File: src/sv/irp_pkg.sv
// irp_pkg: shared types and constants of the image result packet parser
// no dependencies; used by the interfaces and every module of the block
package irp_pkg;

  localparam int HEADER_BYTES = 40;
  localparam int META_BYTES   = 32;
  localparam int BOX_BYTES    = 14;
  localparam int CFG_IDX_W    = 3;
  localparam int CFG_DATA_W   = 32;

  localparam logic [9:0]  CONF_MAX   = 10'd1000;
  localparam logic [32:0] COUNT_MAX  = {33{1'b1}};
  localparam logic [7:0]  SOI_FIRST  = 8'hFF;
  localparam logic [7:0]  SOI_SECOND = 8'hD8;

  // record kinds
  localparam logic [1:0] KIND_BOX     = 2'd0;
  localparam logic [1:0] KIND_JPEG    = 2'd1;
  localparam logic [1:0] KIND_SUMMARY = 2'd2;

  // status codes
  localparam logic [3:0] ST_OK        = 4'd0;
  localparam logic [3:0] ST_HEADER    = 4'd1;
  localparam logic [3:0] ST_NOT_IMAGE = 4'd2;
  localparam logic [3:0] ST_SHORT     = 4'd3;
  localparam logic [3:0] ST_SIZES     = 4'd4;
  localparam logic [3:0] ST_DIMS      = 4'd5;
  localparam logic [3:0] ST_LENGTH    = 4'd6;
  localparam logic [3:0] ST_BOX       = 4'd7;
  localparam logic [3:0] ST_JPEG      = 4'd8;

  // register indexes
  localparam logic [CFG_IDX_W-1:0] REG_MAGIC     = 3'd0;
  localparam logic [CFG_IDX_W-1:0] REG_VER_ONE   = 3'd1;
  localparam logic [CFG_IDX_W-1:0] REG_VER_TWO   = 3'd2;
  localparam logic [CFG_IDX_W-1:0] REG_TYPE      = 3'd3;
  localparam logic [CFG_IDX_W-1:0] REG_FORMAT    = 3'd4;
  localparam logic [CFG_IDX_W-1:0] REG_BOX_LIMIT = 3'd5;

  typedef enum logic [4:0] {
    PH_HEADER = 5'b00001,
    PH_META   = 5'b00010,
    PH_BOXES  = 5'b00100,
    PH_JPEG   = 5'b01000,
    PH_DRAIN  = 5'b10000
  } phase_t;

  typedef struct packed {
    logic [31:0] expected_magic;
    logic [15:0] version_one;
    logic [15:0] version_two;
    logic [15:0] image_type_code;
    logic [15:0] jpeg_format_code;
    logic [15:0] box_limit;
  } cfg_t;

  typedef struct packed {
    logic [1:0]  kind;
    logic [3:0]  status;
    logic [31:0] frame_number;
    logic [63:0] capture_time_us;
    logic [15:0] primary_class;
    logic [9:0]  primary_confidence;
    logic [15:0] inference_time_ms;
    logic [15:0] box_tag;
    logic [9:0]  box_score;
    logic [63:0] packed_geometry;
    logic [15:0] box_flag_bits;
    logic [7:0]  jpeg_data;
  } rec_t;

  // one queue entry: one or two records caused by one byte
  typedef struct packed {
    rec_t rec_a;
    logic has_b;
    rec_t rec_b;
  } entry_t;

endpackage

File: src/sv/irp_ifs.sv
// irp_ifs: handshake channels of the packet parser (bytes, records, config)
// depends on irp_pkg
interface irp_byte_if;
  logic       valid;
  logic       ready;
  logic [7:0] data_byte;
  logic       last_byte;
  modport source (output valid, data_byte, last_byte, input ready);
  modport sink   (input valid, data_byte, last_byte, output ready);
endinterface

interface irp_rec_if;
  logic        valid;
  logic        ready;
  logic [1:0]  kind;
  logic [3:0]  status;
  logic [31:0] frame_number;
  logic [63:0] capture_time_us;
  logic [15:0] primary_class;
  logic [9:0]  primary_confidence;
  logic [15:0] inference_time_ms;
  logic [15:0] box_tag;
  logic [9:0]  box_score;
  logic [63:0] packed_geometry;
  logic [15:0] box_flag_bits;
  logic [7:0]  jpeg_data;
  modport source (output valid, kind, status, frame_number, capture_time_us, primary_class,
                  primary_confidence, inference_time_ms, box_tag, box_score,
                  packed_geometry, box_flag_bits, jpeg_data, input ready);
  modport sink   (input valid, kind, status, frame_number, capture_time_us, primary_class,
                  primary_confidence, inference_time_ms, box_tag, box_score,
                  packed_geometry, box_flag_bits, jpeg_data, output ready);
endinterface

interface irp_cfg_if;
  import irp_pkg::*;
  logic                  valid;
  logic                  ready;
  logic [CFG_IDX_W-1:0]  index;
  logic [CFG_DATA_W-1:0] data;
  modport source (output valid, index, data, input ready);
  modport sink   (input valid, index, data, output ready);
endinterface

File: src/sv/irp_front.sv
// irp_front: byte parser; assembles fields, checks them, builds records
// depends on irp_pkg; feeds irp_queue
module irp_front (
  input  logic          clk,
  input  logic          rst,
  input  irp_pkg::cfg_t cfg,
  input  logic          in_valid,
  input  logic [7:0]    in_byte,
  input  logic          in_last,
  input  logic          q_full,
  output logic          in_ready,
  output logic          push,
  output irp_pkg::entry_t push_entry
);
  import irp_pkg::*;

  phase_t      phase, phase_next;
  logic [5:0]  off, off_next;
  logic [31:0] magic, magic_next, hsize, hsize_next;
  logic [15:0] pver, pver_next, ptype, ptype_next, img_w, img_w_next, img_h, img_h_next;
  logic [15:0] pfmt, pfmt_next;
  logic [31:0] frame, frame_next, jlen, jlen_next, jleft, jleft_next;
  logic [63:0] cap, cap_next, asmb, asmb_next, boxb, boxb_next;
  logic [15:0] nbox, nbox_next, bleft, bleft_next;
  logic [47:0] cct, cct_next, boxx, boxx_next;
  logic [32:0] pcount, pcount_next;
  logic [3:0]  fault, fault_next;
  logic [1:0]  jseen, jseen_next;
  logic        box_bad, box_bad_next, jpeg_bad, jpeg_bad_next;

  logic        accept, ver_ok, emit, bad;
  logic [5:0]  off_m4, off_m18, off_m2, off_m8;
  logic [15:0] score, x1, y1, x2, y2;
  rec_t        rec_e, rec_s;
  logic [19:0] nb14;
  logic [32:0] expect_cnt;
  logic [3:0]  st;

  assign in_ready = !q_full;
  assign accept   = in_valid && in_ready;
  assign off_m4   = off - 6'd4;
  assign off_m18  = off - 6'd18;
  assign off_m2   = off - 6'd2;
  assign off_m8   = off - 6'd8;

  always_comb begin
    phase_next = phase; off_next = off;
    magic_next = magic; hsize_next = hsize; pver_next = pver; ptype_next = ptype;
    img_w_next = img_w; img_h_next = img_h; pfmt_next = pfmt;
    frame_next = frame; jlen_next = jlen; jleft_next = jleft; cap_next = cap;
    asmb_next = asmb; boxb_next = boxb; nbox_next = nbox; bleft_next = bleft;
    cct_next = cct; boxx_next = boxx; fault_next = fault; jseen_next = jseen;
    box_bad_next = box_bad; jpeg_bad_next = jpeg_bad;
    pcount_next = pcount;
    emit = 1'b0; bad = 1'b0;
    rec_e = '0;
    ver_ok = (ptype == cfg.image_type_code) ?
             (pver == cfg.version_one || pver == cfg.version_two) :
             (pver == cfg.version_one);
    if (phase != PH_HEADER && pcount != COUNT_MAX) pcount_next = pcount + 33'd1;
    score = '0; x1 = '0; y1 = '0; x2 = '0; y2 = '0;

    unique case (phase)
      PH_HEADER: begin
        if (off < 6'd4) magic_next[off[1:0]*8 +: 8] = in_byte;
        else if (off < 6'd6) pver_next[off[0]*8 +: 8] = in_byte;
        else if (off < 6'd8) ptype_next[off[0]*8 +: 8] = in_byte;
        else if (off < 6'd12) hsize_next[off[1:0]*8 +: 8] = in_byte;
        else if (off == 6'd28 || off == 6'd29) img_w_next[off[0]*8 +: 8] = in_byte;
        else if (off == 6'd30 || off == 6'd31) img_h_next[off[0]*8 +: 8] = in_byte;
        else if (off == 6'd32 || off == 6'd33) pfmt_next[off[0]*8 +: 8] = in_byte;
        if (off >= 6'(HEADER_BYTES - 1)) begin
          off_next = '0;
          if (magic != cfg.expected_magic || !ver_ok || hsize != 32'(HEADER_BYTES))
            fault_next = ST_HEADER;
          else if (pver != cfg.version_two || ptype != cfg.image_type_code ||
                   pfmt != cfg.jpeg_format_code || img_w == '0 || img_h == '0)
            fault_next = ST_NOT_IMAGE;
          phase_next = (fault_next != ST_OK) ? PH_DRAIN : PH_META;
        end else begin
          off_next = off + 6'd1;
        end
      end
      PH_META: begin
        if (off < 6'd4) frame_next[off[1:0]*8 +: 8] = in_byte;
        else if (off < 6'd12) cap_next[off_m4[2:0]*8 +: 8] = in_byte;
        else if (off < 6'd16) jlen_next[off[1:0]*8 +: 8] = in_byte;
        else if (off < 6'd18) nbox_next[off[0]*8 +: 8] = in_byte;
        else if (off < 6'd24) cct_next[off_m18[2:0]*8 +: 8] = in_byte;
        else asmb_next[off[2:0]*8 +: 8] = in_byte;
        if (off >= 6'(META_BYTES - 1)) begin
          off_next = '0;
          if (asmb_next[47:32] != 16'(META_BYTES) || asmb_next[63:48] != 16'(BOX_BYTES) ||
              nbox > cfg.box_limit) begin
            fault_next = ST_SIZES; phase_next = PH_DRAIN;
          end else if (asmb_next[15:0] != img_w || asmb_next[31:16] != img_h) begin
            fault_next = ST_DIMS; phase_next = PH_DRAIN;
          end else begin
            if (jlen < 32'd2) jpeg_bad_next = 1'b1;
            bleft_next = nbox;
            if (nbox != '0) phase_next = PH_BOXES;
            else if (jlen != '0) begin
              phase_next = PH_JPEG; jleft_next = jlen; jseen_next = '0;
            end else phase_next = PH_DRAIN;
          end
        end else begin
          off_next = off + 6'd1;
        end
      end
      PH_BOXES: begin
        if (off == 6'd0) boxx_next[15:8] = in_byte;
        else if (off == 6'd1) boxx_next[7:0] = in_byte;
        else if (off < 6'd10) boxb_next[off_m2[2:0]*8 +: 8] = in_byte;
        else boxx_next[off_m8[2:0]*8 +: 8] = in_byte;
        if (off >= 6'(BOX_BYTES - 1)) begin
          score = boxb_next[15:0]; x1 = boxb_next[31:16];
          y1 = boxb_next[47:32]; x2 = boxb_next[63:48]; y2 = boxx_next[31:16];
          bad = score > 16'(CONF_MAX) || x1 > x2 || y1 > y2 ||
                x2 >= asmb[15:0] || y2 >= asmb[31:16];
          emit = 1'b1;
          rec_e.kind = KIND_BOX;
          rec_e.status = bad ? ST_BOX : ST_OK;
          rec_e.box_tag = boxx_next[15:0];
          rec_e.box_score = (score > 16'(CONF_MAX)) ? CONF_MAX : score[9:0];
          rec_e.packed_geometry = {y2, x2, y1, x1};
          rec_e.box_flag_bits = boxx_next[47:32];
          if (bad) box_bad_next = 1'b1;
          off_next = '0; boxb_next = '0; boxx_next = '0;
          if (bleft != '0) bleft_next = bleft - 16'd1;
          if (bleft_next == '0) begin
            if (jlen != '0) begin
              phase_next = PH_JPEG; jleft_next = jlen; jseen_next = '0;
            end else phase_next = PH_DRAIN;
          end
        end else begin
          off_next = off + 6'd1;
        end
      end
      PH_JPEG: begin
        if (jseen == 2'd0 && in_byte != SOI_FIRST) jpeg_bad_next = 1'b1;
        if (jseen == 2'd1 && in_byte != SOI_SECOND) jpeg_bad_next = 1'b1;
        if (jseen != 2'd2) jseen_next = jseen + 2'd1;
        emit = 1'b1;
        rec_e.kind = KIND_JPEG;
        rec_e.jpeg_data = in_byte;
        if (jleft != '0) jleft_next = jleft - 32'd1;
        if (jleft_next == '0) phase_next = PH_DRAIN;
      end
      PH_DRAIN: begin
      end
      default: begin
      end
    endcase
  end

  // summary from the state as left by this byte
  always_comb begin
    nb14 = 20'({nbox_next, 4'b0}) - 20'({nbox_next, 1'b0});
    expect_cnt = 33'(META_BYTES) + 33'(nb14) + 33'(jlen_next);
    if (phase_next == PH_HEADER) st = ST_HEADER;
    else if (fault_next != ST_OK) st = fault_next;
    else if (pcount_next < 33'(META_BYTES)) st = ST_SHORT;
    else if (expect_cnt != pcount_next) st = ST_LENGTH;
    else if (box_bad_next) st = ST_BOX;
    else if (jpeg_bad_next) st = ST_JPEG;
    else st = ST_OK;
    rec_s = '0;
    rec_s.kind = KIND_SUMMARY;
    rec_s.status = st;
    if (st == ST_OK) begin
      rec_s.frame_number = frame_next;
      rec_s.capture_time_us = cap_next;
      rec_s.primary_class = cct_next[15:0];
      rec_s.primary_confidence = (cct_next[31:16] > 16'(CONF_MAX)) ?
                                 CONF_MAX : cct_next[25:16];
      rec_s.inference_time_ms = cct_next[47:32];
      rec_s.packed_geometry = {32'd0, asmb_next[31:0]};
    end
  end

  always_comb begin
    push = accept && (emit || in_last);
    push_entry.rec_a = emit ? rec_e : rec_s;
    push_entry.has_b = emit && in_last;
    push_entry.rec_b = rec_s;
  end

  always_ff @(posedge clk) begin
    if (rst || (accept && in_last)) begin
      phase <= PH_HEADER; off <= '0;
      magic <= '0; hsize <= '0; pver <= '0; ptype <= '0;
      img_w <= '0; img_h <= '0; pfmt <= '0;
      frame <= '0; jlen <= '0; jleft <= '0; cap <= '0;
      asmb <= '0; boxb <= '0; nbox <= '0; bleft <= '0;
      cct <= '0; boxx <= '0; pcount <= '0; fault <= ST_OK; jseen <= '0;
      box_bad <= 1'b0; jpeg_bad <= 1'b0;
    end else if (accept) begin
      phase <= phase_next; off <= off_next;
      magic <= magic_next; hsize <= hsize_next; pver <= pver_next; ptype <= ptype_next;
      img_w <= img_w_next; img_h <= img_h_next; pfmt <= pfmt_next;
      frame <= frame_next; jlen <= jlen_next; jleft <= jleft_next; cap <= cap_next;
      asmb <= asmb_next; boxb <= boxb_next; nbox <= nbox_next; bleft <= bleft_next;
      cct <= cct_next; boxx <= boxx_next; pcount <= pcount_next; fault <= fault_next;
      jseen <= jseen_next; box_bad <= box_bad_next; jpeg_bad <= jpeg_bad_next;
    end
  end

endmodule

File: src/sv/irp_queue.sv
// irp_queue: short entry queue between the parser and the output stage
// depends on irp_pkg
module irp_queue #(
  parameter int DEPTH = 4
) (
  input  logic            clk,
  input  logic            rst,
  input  logic            push,
  input  irp_pkg::entry_t push_entry,
  input  logic            pop,
  output irp_pkg::entry_t head,
  output logic            empty,
  output logic            full
);
  import irp_pkg::*;

  localparam int PW = (DEPTH > 1) ? $clog2(DEPTH) : 1;
  localparam int CW = $clog2(DEPTH + 1);

  entry_t        slots [DEPTH];
  logic [PW-1:0] wr_ptr, rd_ptr;
  logic [CW-1:0] count;

  assign empty = (count == '0);
  assign full  = (count == CW'(DEPTH));
  assign head  = slots[rd_ptr];

  always_ff @(posedge clk) begin
    if (push) slots[wr_ptr] <= push_entry;
  end

  always_ff @(posedge clk) begin
    if (rst) begin
      wr_ptr <= '0; rd_ptr <= '0; count <= '0;
    end else begin
      if (push) wr_ptr <= (wr_ptr == PW'(DEPTH - 1)) ? '0 : wr_ptr + PW'(1);
      if (pop) rd_ptr <= (rd_ptr == PW'(DEPTH - 1)) ? '0 : rd_ptr + PW'(1);
      if (push && !pop) count <= count + CW'(1);
      else if (pop && !push) count <= count - CW'(1);
    end
  end

endmodule

File: src/sv/irp_back.sv
// irp_back: output stage; splits queue entries into single records
// depends on irp_pkg; reads from irp_queue
module irp_back (
  input  logic            clk,
  input  logic            rst,
  input  irp_pkg::entry_t head,
  input  logic            empty,
  output logic            pop,
  output logic            out_valid,
  input  logic            out_ready,
  output irp_pkg::rec_t   out_rec
);
  import irp_pkg::*;

  logic second, load;

  assign load = !empty && (!out_valid || out_ready);
  assign pop  = load && (second || !head.has_b);

  always_ff @(posedge clk) begin
    if (rst) begin
      out_valid <= 1'b0; second <= 1'b0;
    end else begin
      if (load) out_valid <= 1'b1;
      else if (out_ready) out_valid <= 1'b0;
      if (load) second <= !second && head.has_b;
    end
  end

  always_ff @(posedge clk) begin
    if (load) out_rec <= second ? head.rec_b : head.rec_a;
  end

endmodule

File: src/sv/image_result_packet_parser_unit.sv
// image_result_packet_parser_unit: top level of the image result packet parser
// depends on irp_pkg, irp_ifs, irp_front, irp_queue, irp_back
//
// usage
//   pkt : one packet byte per item, last_byte marks the final byte
//   rec : result items; box records, passed jpeg bytes, one summary per packet
//   cfg : register writes (index, data), always ready; write only while idle
// throughput: one byte per cycle; the parser takes a byte every cycle while
//   the queue has room; a final byte that also ends a box or jpeg byte gives
//   two items, which the output stage sends one after the other
// path: a record is written into the queue as its byte is taken, then loaded
//   into the output register once that register is free, and is shown on rec
// reset: rst (synchronous) returns the parser to the header phase, empties
//   the queue and loads the register defaults
// stall: when rec.ready is low the output register holds, the queue fills
//   (QUEUE_DEPTH entries) and then pkt.ready drops until room returns
module image_result_packet_parser_unit #(
  parameter int QUEUE_DEPTH = 4
) (
  input  logic       clk,
  input  logic       rst,
  irp_byte_if.sink   pkt,
  irp_rec_if.source  rec,
  irp_cfg_if.sink    cfg
);
  import irp_pkg::*;

  cfg_t   regs;
  entry_t push_entry, head;
  rec_t   out_rec;
  logic   push, pop, q_empty, q_full;

  // configuration registers
  assign cfg.ready = 1'b1;

  always_ff @(posedge clk) begin
    if (rst) begin
      regs.expected_magic   <= '0;
      regs.version_one      <= 16'd1;
      regs.version_two      <= 16'd2;
      regs.image_type_code  <= '0;
      regs.jpeg_format_code <= '0;
      regs.box_limit        <= 16'd32;
    end else if (cfg.valid) begin
      unique case (cfg.index)
        REG_MAGIC:     regs.expected_magic   <= cfg.data;
        REG_VER_ONE:   regs.version_one      <= cfg.data[15:0];
        REG_VER_TWO:   regs.version_two      <= cfg.data[15:0];
        REG_TYPE:      regs.image_type_code  <= cfg.data[15:0];
        REG_FORMAT:    regs.jpeg_format_code <= cfg.data[15:0];
        REG_BOX_LIMIT: regs.box_limit        <= cfg.data[15:0];
        default: begin
        end
      endcase
    end
  end

  // front: parse and classify each byte
  irp_front u_front (
    .clk        (clk),
    .rst        (rst),
    .cfg        (regs),
    .in_valid   (pkt.valid),
    .in_byte    (pkt.data_byte),
    .in_last    (pkt.last_byte),
    .q_full     (q_full),
    .in_ready   (pkt.ready),
    .push       (push),
    .push_entry (push_entry)
  );

  // queue decouples the parser from the receiver
  irp_queue #(.DEPTH(QUEUE_DEPTH)) u_queue (
    .clk        (clk),
    .rst        (rst),
    .push       (push),
    .push_entry (push_entry),
    .pop        (pop),
    .head       (head),
    .empty      (q_empty),
    .full       (q_full)
  );

  // back: one record per cycle into the output register while the queue holds entries and rec is not stalled
  irp_back u_back (
    .clk       (clk),
    .rst       (rst),
    .head      (head),
    .empty     (q_empty),
    .pop       (pop),
    .out_valid (rec.valid),
    .out_ready (rec.ready),
    .out_rec   (out_rec)
  );

  assign rec.kind               = out_rec.kind;
  assign rec.status             = out_rec.status;
  assign rec.frame_number       = out_rec.frame_number;
  assign rec.capture_time_us    = out_rec.capture_time_us;
  assign rec.primary_class      = out_rec.primary_class;
  assign rec.primary_confidence = out_rec.primary_confidence;
  assign rec.inference_time_ms  = out_rec.inference_time_ms;
  assign rec.box_tag            = out_rec.box_tag;
  assign rec.box_score          = out_rec.box_score;
  assign rec.packed_geometry    = out_rec.packed_geometry;
  assign rec.box_flag_bits      = out_rec.box_flag_bits;
  assign rec.jpeg_data          = out_rec.jpeg_data;

endmodule

File: src/flat_wrapper.sv
// flat-port wrapper written by rule: the top's interface ports become plain ports
module image_result_packet_parser_unit_flat import irp_pkg::*;
#(
  parameter int QUEUE_DEPTH = 4
)
  (clk, rst, pkt_valid, pkt_data_byte, pkt_last_byte, pkt_ready, rec_valid, rec_kind, rec_status, rec_frame_number, rec_capture_time_us, rec_primary_class, rec_primary_confidence, rec_inference_time_ms, rec_box_tag, rec_box_score, rec_packed_geometry, rec_box_flag_bits, rec_jpeg_data, rec_ready, cfg_valid, cfg_index, cfg_data, cfg_ready);
  irp_byte_if pkt_i ();
  irp_rec_if rec_i ();
  irp_cfg_if cfg_i ();
  input  logic clk;
  input  logic rst;
  input wire logic [$bits(pkt_i.valid)-1:0] pkt_valid;
  input wire logic [$bits(pkt_i.data_byte)-1:0] pkt_data_byte;
  input wire logic [$bits(pkt_i.last_byte)-1:0] pkt_last_byte;
  output wire logic [$bits(pkt_i.ready)-1:0] pkt_ready;
  output wire logic [$bits(rec_i.valid)-1:0] rec_valid;
  output wire logic [$bits(rec_i.kind)-1:0] rec_kind;
  output wire logic [$bits(rec_i.status)-1:0] rec_status;
  output wire logic [$bits(rec_i.frame_number)-1:0] rec_frame_number;
  output wire logic [$bits(rec_i.capture_time_us)-1:0] rec_capture_time_us;
  output wire logic [$bits(rec_i.primary_class)-1:0] rec_primary_class;
  output wire logic [$bits(rec_i.primary_confidence)-1:0] rec_primary_confidence;
  output wire logic [$bits(rec_i.inference_time_ms)-1:0] rec_inference_time_ms;
  output wire logic [$bits(rec_i.box_tag)-1:0] rec_box_tag;
  output wire logic [$bits(rec_i.box_score)-1:0] rec_box_score;
  output wire logic [$bits(rec_i.packed_geometry)-1:0] rec_packed_geometry;
  output wire logic [$bits(rec_i.box_flag_bits)-1:0] rec_box_flag_bits;
  output wire logic [$bits(rec_i.jpeg_data)-1:0] rec_jpeg_data;
  input wire logic [$bits(rec_i.ready)-1:0] rec_ready;
  input wire logic [$bits(cfg_i.valid)-1:0] cfg_valid;
  input wire logic [$bits(cfg_i.index)-1:0] cfg_index;
  input wire logic [$bits(cfg_i.data)-1:0] cfg_data;
  output wire logic [$bits(cfg_i.ready)-1:0] cfg_ready;
  assign pkt_i.valid = pkt_valid;
  assign pkt_i.data_byte = pkt_data_byte;
  assign pkt_i.last_byte = pkt_last_byte;
  assign pkt_ready = pkt_i.ready;
  assign rec_valid = rec_i.valid;
  assign rec_kind = rec_i.kind;
  assign rec_status = rec_i.status;
  assign rec_frame_number = rec_i.frame_number;
  assign rec_capture_time_us = rec_i.capture_time_us;
  assign rec_primary_class = rec_i.primary_class;
  assign rec_primary_confidence = rec_i.primary_confidence;
  assign rec_inference_time_ms = rec_i.inference_time_ms;
  assign rec_box_tag = rec_i.box_tag;
  assign rec_box_score = rec_i.box_score;
  assign rec_packed_geometry = rec_i.packed_geometry;
  assign rec_box_flag_bits = rec_i.box_flag_bits;
  assign rec_jpeg_data = rec_i.jpeg_data;
  assign rec_i.ready = rec_ready;
  assign cfg_i.valid = cfg_valid;
  assign cfg_i.index = cfg_index;
  assign cfg_i.data = cfg_data;
  assign cfg_ready = cfg_i.ready;
  image_result_packet_parser_unit #(.QUEUE_DEPTH(QUEUE_DEPTH)) u_core (.clk(clk), .rst(rst), .pkt(pkt_i), .rec(rec_i), .cfg(cfg_i));
endmodule
File: config.mk
export PLATFORM = sky130hd
export DESIGN_NAME = image_result_packet_parser_unit_flat
export DESIGN_NICKNAME = d
export VERILOG_FILES = /design/src/sv/irp_pkg.sv /design/src/sv/irp_ifs.sv /design/src/sv/irp_front.sv /design/src/sv/irp_queue.sv /design/src/sv/irp_back.sv /design/src/sv/image_result_packet_parser_unit.sv /design/src/flat_wrapper.sv
export SDC_FILE = /design/constraint.sdc
export NUM_CORES = 2
export LEC_CHECK = 0
export BUFFER_PORTS_ARGS = -buffer_cell sky130_fd_sc_hd__buf_2
export CAP_MARGIN = 20
export CORE_MARGIN = 2
export CORE_UTILIZATION = 49
export CTS_CLUSTER_SIZE = 40
export DETAILED_ROUTE_END_ITERATION = 8
export HOLD_SLACK_MARGIN = 0.08
export SLEW_MARGIN = 40
export SYNTH_ARGS = -nofsm -noshare
export SYNTH_HDL_FRONTEND = slang
export SYNTH_HIERARCHICAL = 1
export SYNTH_SLANG_ARGS = --single-unit
File: constraint.sdc
create_clock -name clk -period 47.7 [get_ports clk]
set_clock_uncertainty 0.15 [all_clocks]
set_input_delay 4.77 -clock clk [delete_from_list [all_inputs] [get_ports clk]]
set_output_delay 4.77 -clock clk [all_outputs]
set_load 0.02 [all_outputs]
Yosys cells after proc, flatten, opt, wreduce, memory -nomap -nowiden
Memories as Yosys holds them, arrays and structs flattened. A register that Yosys moved wholly into a read port is not among the register bits.
Index checks and enable logic that the tools add are counted.
{"block": "op_classes", "n_addsub": 23, "n_lt_le_gt_ge": 20, "n_eq_ne": 46, "n_shift": 14, "muxes": 149, "bitwise_logic": 6, "n_reduce_logical": 80}
{"op": "2-to-1 mux 64 bit", "count": 14}
{"op": "2-to-1 mux 32 bit", "count": 19}
{"op": "2-to-1 mux 258 bit", "count": 2}
{"op": "2-to-1 mux 48 bit", "count": 8}
{"op": "2-to-1 mux 106 bit", "count": 2}
{"op": "bitwise mux 64 bit", "count": 3}
{"op": "2-to-1 mux 16 bit", "count": 12}
{"op": "variable shift 8 x 34 -> 64 bit, first input constant", "count": 3}
{"op": "indexed part select 8 x 34 -> 64 bit", "count": 3}
{"op": "negator 6 -> 34 bit", "count": 5}
{"op": "2-to-1 mux 138 bit", "count": 1}
{"op": "bitwise mux 32 bit", "count": 4}
{"op": "bitwise mux 16 bit", "count": 6}
{"op": "bitwise mux 48 bit", "count": 2}
{"op": "case mux 32 bit (3 select lines)", "count": 1}
{"op": "variable shift 8 x 34 -> 48 bit, first input constant", "count": 2}
{"op": "indexed part select 8 x 34 -> 48 bit", "count": 2}
{"op": "!= test 16 bit", "count": 5}
{"op": "nonzero test 32 bit", "count": 2}
{"op": "2-to-1 mux 4 bit", "count": 15}
{"op": "2-to-1 mux 5 bit", "count": 10}
{"op": "equality test 16 bit", "count": 3}
{"op": "> comparator 16 bit", "count": 3}
{"op": "zero test 16 bit", "count": 3}
{"op": "85 further kinds", "count": 208}
{"block": "totals", "regBits": 991, "ramBits": 1732, "in_bits": 49, "word_cells": 387, "n_memories": 1}
{"name": "u_core.u_queue.slots", "words": 4, "width": 433, "rd": 1, "rd_clocked_by_memory_dff": 1, "wr": 1, "line": "irp_queue.sv:20", "text": "entry_t slots [DEPTH];"}

Depth between registers and ports, before layout
{"block": "depth", "ltp_word": 24, "depth_mapped": 33, "mapped_depth_nobuf": 27}

Hierarchy
Netlist, hierarchy kept.
{"mod": "irp_queue", "instances": 1, "cells_per_inst": 2745, "area_per_inst_um2": 74885.6}
{"mod": "irp_front", "instances": 1, "cells_per_inst": 5638, "area_per_inst_um2": 41538.6}
{"mod": "irp_back", "instances": 1, "cells_per_inst": 556, "area_per_inst_um2": 11778.8}
{"mod": "image_result_packet_parser_unit", "instances": 1, "cells_per_inst": 408, "area_per_inst_um2": 4523.1}

Worst setup path after synthesis
No wires, ideal clock.
{"block": "synth_timing", "kind": "input port to flip-flop", "startpoint": "in pkt_valid", "endpoint": "mem u_core/u_queue/slots[0][0] (netlist bit), enable pin", "setup_ps": 947, "arrival_ps": 17454, "required_ps": 46603, "slack_ps": 29149, "cell_stages": 6, "path_buffers": 3, "cell_sequence": "nand2_1 -> clkbuf_1 -> clkbuf_1 -> buf_1 -> nor2_1 -> and2_1"}
{"block": "synth_between", "elab_chain_len": 4}
{"element": "start: declaration", "line": "flat_wrapper.sv:12", "text": "input wire logic [$bits(pkt_i.valid)-1:0] pkt_valid;"}
{"element": "logical AND 1 bit", "line": "irp_front.sv:40", "text": "assign accept = in_valid && in_ready;"}
{"element": "logical AND 1 bit", "line": "irp_front.sv:182", "text": "push = accept && (emit || in_last);"}
{"element": "named net u_core.push", "line": "image_result_packet_parser_unit.sv:31", "text": "logic push, pop, q_empty, q_full;"}
{"element": "2-to-1 mux 1 bit", "line": "irp_queue.sv:29", "text": "if (push) slots[wr_ptr] <= push_entry;"}
{"element": "2-to-1 mux 1 bit (not written as such)", "line": "irp_queue.sv:29"}
{"element": "end: declaration", "line": "irp_queue.sv:20"}
The timed path passes the listed nets, and every way through them passes these cells.

Worst setup path after layout
{"block": "layout_timing", "startpoint": "in pkt_data_byte[1]", "endpoint": "mem u_core/u_queue/slots[3][287] (netlist bit) (data pin)"}
{"block": "layout_between", "elab_chain_len": 8}
{"element": "start: declaration", "line": "flat_wrapper.sv:13", "text": "input wire logic [$bits(pkt_i.data_byte)-1:0] pkt_data_byte;"}
{"element": "indexed part select 8 x 34 -> 48 bit", "line": "irp_front.sv:114", "text": "else boxx_next[off_m8[2:0]*8 +: 8] = in_byte;"}
{"element": "bitwise mux 48 bit", "line": "irp_front.sv:114"}
{"element": "2-to-1 mux 48 bit", "line": "irp_front.sv:113", "text": "else if (off < 6'd10) boxb_next[off_m2[2:0]*8 +: 8] = in_byte;"}
{"element": "2-to-1 mux 40 bit", "line": "irp_front.sv:112", "text": "else if (off == 6'd1) boxx_next[7:0] = in_byte;"}
{"element": "2-to-1 mux 8 bit", "line": "irp_front.sv:111", "text": "if (off == 6'd0) boxx_next[15:8] = in_byte;"}
{"element": "2-to-1 mux 106 bit", "line": "irp_front.sv:115", "text": "if (off >= 6'(BOX_BYTES - 1)) begin"}
{"element": "2-to-1 mux 106 bit", "line": "irp_front.sv:63", "text": "unique case (phase)"}
{"element": "2-to-1 mux 258 bit", "line": "irp_front.sv:183", "text": "push_entry.rec_a = emit ? rec_e : rec_s;"}
Every way passes these cells.

==> Flow_metrics.wiki <==
{| class="wikitable"
! Metric !! Value
|-
| Detailed-route wire length || 363000 um
|-
| Yosys warns || 6
|-
| End-of-flow core utilization || 0.550
|-
| NumNets Final || roughly 9800
|-
| Buffer count from post-CTS setup fixing || 0
|-
| H-tree levels || 5
|-
| Fraction of layout cells with a size suffix above 1 || 0.208
|-
| Final clock period utilization by the worst path || 0.279
|-
| Max Cap Viol || 0
|-
| Hold violation total from the final report || 0
|-
| Overall fraction of global-route tracks in use || 0.259
|-
| Slowest cell on the critical path || clkinv_1
|-
| Clock share of power || 0.343
|-
| Deepest clock path buffer count || 4
|-
| Final setup violating endpoints || 0
|-
| Relative area change from synthesis to final layout || 11.8%
|-
| Clk sinks || ~3100
|-
| Max_slew headroom || 0.382
|-
| Most used standard cells in the synthesized netlist || edfxtp_1 (2326), nor2_1 (1106), dfxtp_1 (735), a21oi_1 (564), mux4_2 (517)
|-
| Kind of critical path || input pin to flop
|-
| Primary flip-flop cell chosen by synthesis mapping || edfxtp_1
|-
| Depth of the worst register-to-register path || 24
|-
| Largest fanout on the critical path || 55
|-
| Register bit total from synthesis || around 3100
|-
| Total grt overflow || 0
|-
| Reg-to-reg setup timing slack || between 30000 and 40000 ps
|-
| Leakage power total || slightly below 50 nW
|-
| Fraction of power consumed by combinational cells || 0.219
|-
| IO Port Bufs || approximately 310
|-
| Pwr dens || slightly below 50 nW/um^2
|-
| Floorplan die width || ~520 um
|-
| Largest stage delay on the critical path || 710 ps
|-
| Number of enable flip-flop cells after synthesis || around 2300
|-
| Number of cells on the worst hold path || 2
|-
| Switching Share || 0.286
|-
| Post-synthesis instance area || about 130000 um^2
|-
| TritonCTS clock tree || done
|-
| Fin Setup TNS || 0 ps
|-
| Final HPWL DP || 239000 um
|-
| Path category of the worst min-delay check || flop to flop
|-
| Die Outline Area || 275000 um^2
|-
| Final routed DRC violation total || 0
|-
| Filler cell count || ~22000
|-
| Result of the run || finished clean
|-
| Average wire length per cell after detail routing || ~27 um
|-
| Root Buffer || clkbuf_16
|-
| Highest achievable clock rate || 75.1 MHz
|-
| Kind of end point of the critical path || flop
|-
| Vias in the first global route || slightly below 80000
|-
| Total chip power || between 0.007 and 0.008 W
|-
| Kind of start point of the critical path || input pin
|-
| R2r endpoint || u_core/u_queue/slots[3][287]
|-
| Placeable core region || around 270000 um^2
|-
| Post-synthesis sequential area ratio || 0.637
|-
| Gpl congestion || between 0.9 and 1
|-
| Worst EP required || 48190 ps
|-
| Proportion of synthesized flip-flops having asynchronous set or reset || 0
|-
| Number of resized instances in the post-cts repair step || 0
|-
| Ranking of synthesized cells by area || edfxtp_1 (53%), dfxtp_1 (11%), mux4_2 (8.8%)
|-
| Initial antenna violation count || 16
|-
| Clock latency on the worst-skew pair || approximately 920 ps
|-
| Final Max Tran Viols || 0
|-
| Transition time of the tightest slew-check pin || approximately 900 ps
|-
| Net switching power of the design || between 0.002 and 0.0025 W
|-
| Number of placed I/O pins || a little over 300
|-
| Average cell area after synthesis || 14.2 um^2
|-
| Flop pwr share || 0.438
|-
| Count of distinct cell types in the synthesized netlist || slightly below 100
|-
| Endpoint of the worst hold path || u_core/u_front/cap[47]
|-
| Clock-pin transition on the worst setup and hold timing paths || about 60 ps
|-
| Inserted Clock Buffers || about 320
|-
| Overall die height || roughly 520 um
|-
| Number of violations reported at the end of detailed-routing iteration 0 || slightly above 8000
|-
| Via total after detailed routing || about 80000
|-
| Number of search-and-repair iterations in the first detailed-routing pass || 6
|-
| Cell row count || approximately 190
|-
| Reg-to-reg critical path startpoint || u_core/u_front/off[1]
|-
| Most frequent cell after synthesis || edfxtp_1
|-
| Worst hold path startpoint || u_core/u_front/cap[47]
|-
| Avg Vias per Cell || between 5 and 6
|-
| Internal power || ~0.0052 W
|-
| Initial core utilization || 0.491
|-
| Yosys top cell by area || edfxtp_1
|-
| WP data arrival || ~14000 ps
|-
| CTS hold repair buffers || 0
|-
| Time the final worst path needs with I/O delays and setup || approximately 13000 ps
|-
| Cells after Synth || roughly 9300
|-
| Peak supply drop || around 0.036 mV
|-
| RSZ-0062 raised after global routing || false
|-
| Portion of synthesized cell area occupied by the leading cell type || 0.526
|-
| Post-Route Hold Slack || roughly 310 ps
|-
| Maximum number of pins on one net before global-route repair || 194
|-
| Global-route wire length before repair || approximately 530000 um
|-
| Number of nets with antenna violations after detailed routing || 0
|}
## sequential cells by signal, indices dropped and copies added (netlist names), 32 cells and up, named ones only
| register | cells |
|---|---|
| u_core/u_front/hsize | 32 |
| u_core/u_front/cct | 48 |
| u_core/regs | 112 |
| u_core/u_front/boxx | 48 |
| u_core/u_front/jlen | 32 |
| u_core/u_front/asmb | 64 |
| u_core/u_front/magic | 32 |
| u_core/u_front/frame | 32 |
| u_core/u_front/pcount | 33 |
| u_core/u_front/jleft | 32 |
| u_core/u_back/out_rec | 258 |
| u_core/u_front/boxb | 64 |
| u_core/u_front/cap | 64 |
| u_core/u_queue/slots | 2068 |
## critical path: cells and delay by family
| kind | cells | cell delay, ps |
|---|---|---|
| adder cells (fa/ha/maj) | 3 | 1050 |
| XOR/XNOR | 2 | 350 |
| buffers and inverters | 7 | 2800 |
| AND/OR/NAND/NOR | 7 | 2090 |
| AO/OA/AOI/OAI | 9 | 2530 |
## layout make-up
class / count / area, um^2 / share of cell area
repair buffers: 503 / 3440 / 0.0232
clock buffers: 415 / 8690 / 0.0586
clock inverters: 177 / 1920 / 0.0129
inverters: 143 / 537 / 0.00362
well taps: 3570 / 4470 / 0.0301
diodes: 3 / 7.51 / 0.0000506
flip-flops and latches: 3061 / 84600 / 0.570
multi-input cells: 5548 / 44800 / 0.302
## cells by family (layout without fill, tap and decap cells)
kind of cell | count (synthesis) | after routing | synth area share
AO/OA/AOI/OAI | 1154 | 1154 | 0.0528
XOR/XNOR | 270 | 270 | 0.0181
adder cells (fa/ha/maj) | 162 | 162 | 0.0154
buffers and inverters | 820 | 1238 | 0.0306
flip-flops | 3061 | 3061 | 0.637
multiplexers | 1171 | 1171 | 0.145
other | 3 | 88 | 0.0000848
AND/OR/NAND/NOR | 2706 | 2706 | 0.100
## power by group through the flow
stage	Sequential, W	Combinational (W)	Clock, W
6_report	0.00320	0.00160	0.00250
5_1_grt	0.00321	0.00170	0.00266
4_1_cts	0.00320	0.00161	0.00255
3_5_place_dp	0.00326	0.00161	0
3_3_place_gp	0.00325	0.00160	0
2_1_floorplan	0.00348	0.000977	0
## worst max path at each step
stage | startpoint | to | slack, ps
2_1_floorplan | pkt_valid | u_core/u_queue/slots[0][0] | 29150
3_3_place_gp | pkt_data_byte[1] | u_core/u_queue/slots[0][393] | 33740
3_5_place_dp | pkt_data_byte[1] | u_core/u_queue/slots[1][393] | 33590
4_1_cts | pkt_data_byte[1] | u_core/u_queue/slots[0][393] | 34560
5_1_grt | pkt_data_byte[1] | u_core/u_queue/slots[3][287] | 34070
6_report | pkt_data_byte[1] | u_core/u_queue/slots[3][287] | 34390
## metrics by stage
step           instance area, um^2  setup slack [ps]  instances
5_1_grt                     148000             34070      13400
3_3_place_gp                137000             33740      12800
3_5_place_dp                138000             33590      12800
2_1_floorplan               133000             29150       9429
6_report                    148000             34390      13400
4_1_cts                     148000             34560      13400
## cell usage in the layout, fill, tap and decap left out, types with 35 or more instances in the layout
master / synthesis / layout
nand2_1: 500 / 495
or3_1: 37 / 37
buf_2: 92 / 307
mux2i_1: 357 / 349
a22oi_1: 100 / 100
mux4_2: 517 / 517
clkbuf_1: 383 / 69
ha_1: 160 / 160
buf_6: 57 / 35
nand2b_1: 183 / 183
nor3_2: 135 / 153
xnor2_1: 128 / 128
nor2b_1: 45 / 42
nor4_1: 98 / 93
a21oi_1: 564 / 558
dfxtp_1: 735 / 731
o21ai_0: 153 / 152
clkbuf_16: 0 / 326
mux2_2: 98 / 98
clkinv_1: 1 / 53
nor3_1: 187 / 167
nor2_1: 1106 / 1098
inv_1: 142 / 141
buf_4: 118 / 139
conb_1: 3 / 85
xor2_1: 139 / 139
and3_1: 41 / 41
edfxtp_1: 2326 / 2326
mux2_4: 199 / 199
nand3_1: 129 / 124
a211oi_1: 46 / 46
nand4_1: 84 / 84
clkinv_2: 0 / 57
o31ai_1: 49 / 49
## per-layer routing
metal  part of all wire  track usage  wire (um)
met5           0.000050            0         18
met4              0.041       0.0956      14800
met3              0.064       0.0357      23300
met2               0.48        0.418     173000
met1               0.42        0.358     152000
(Power assumes the default switching activity.)
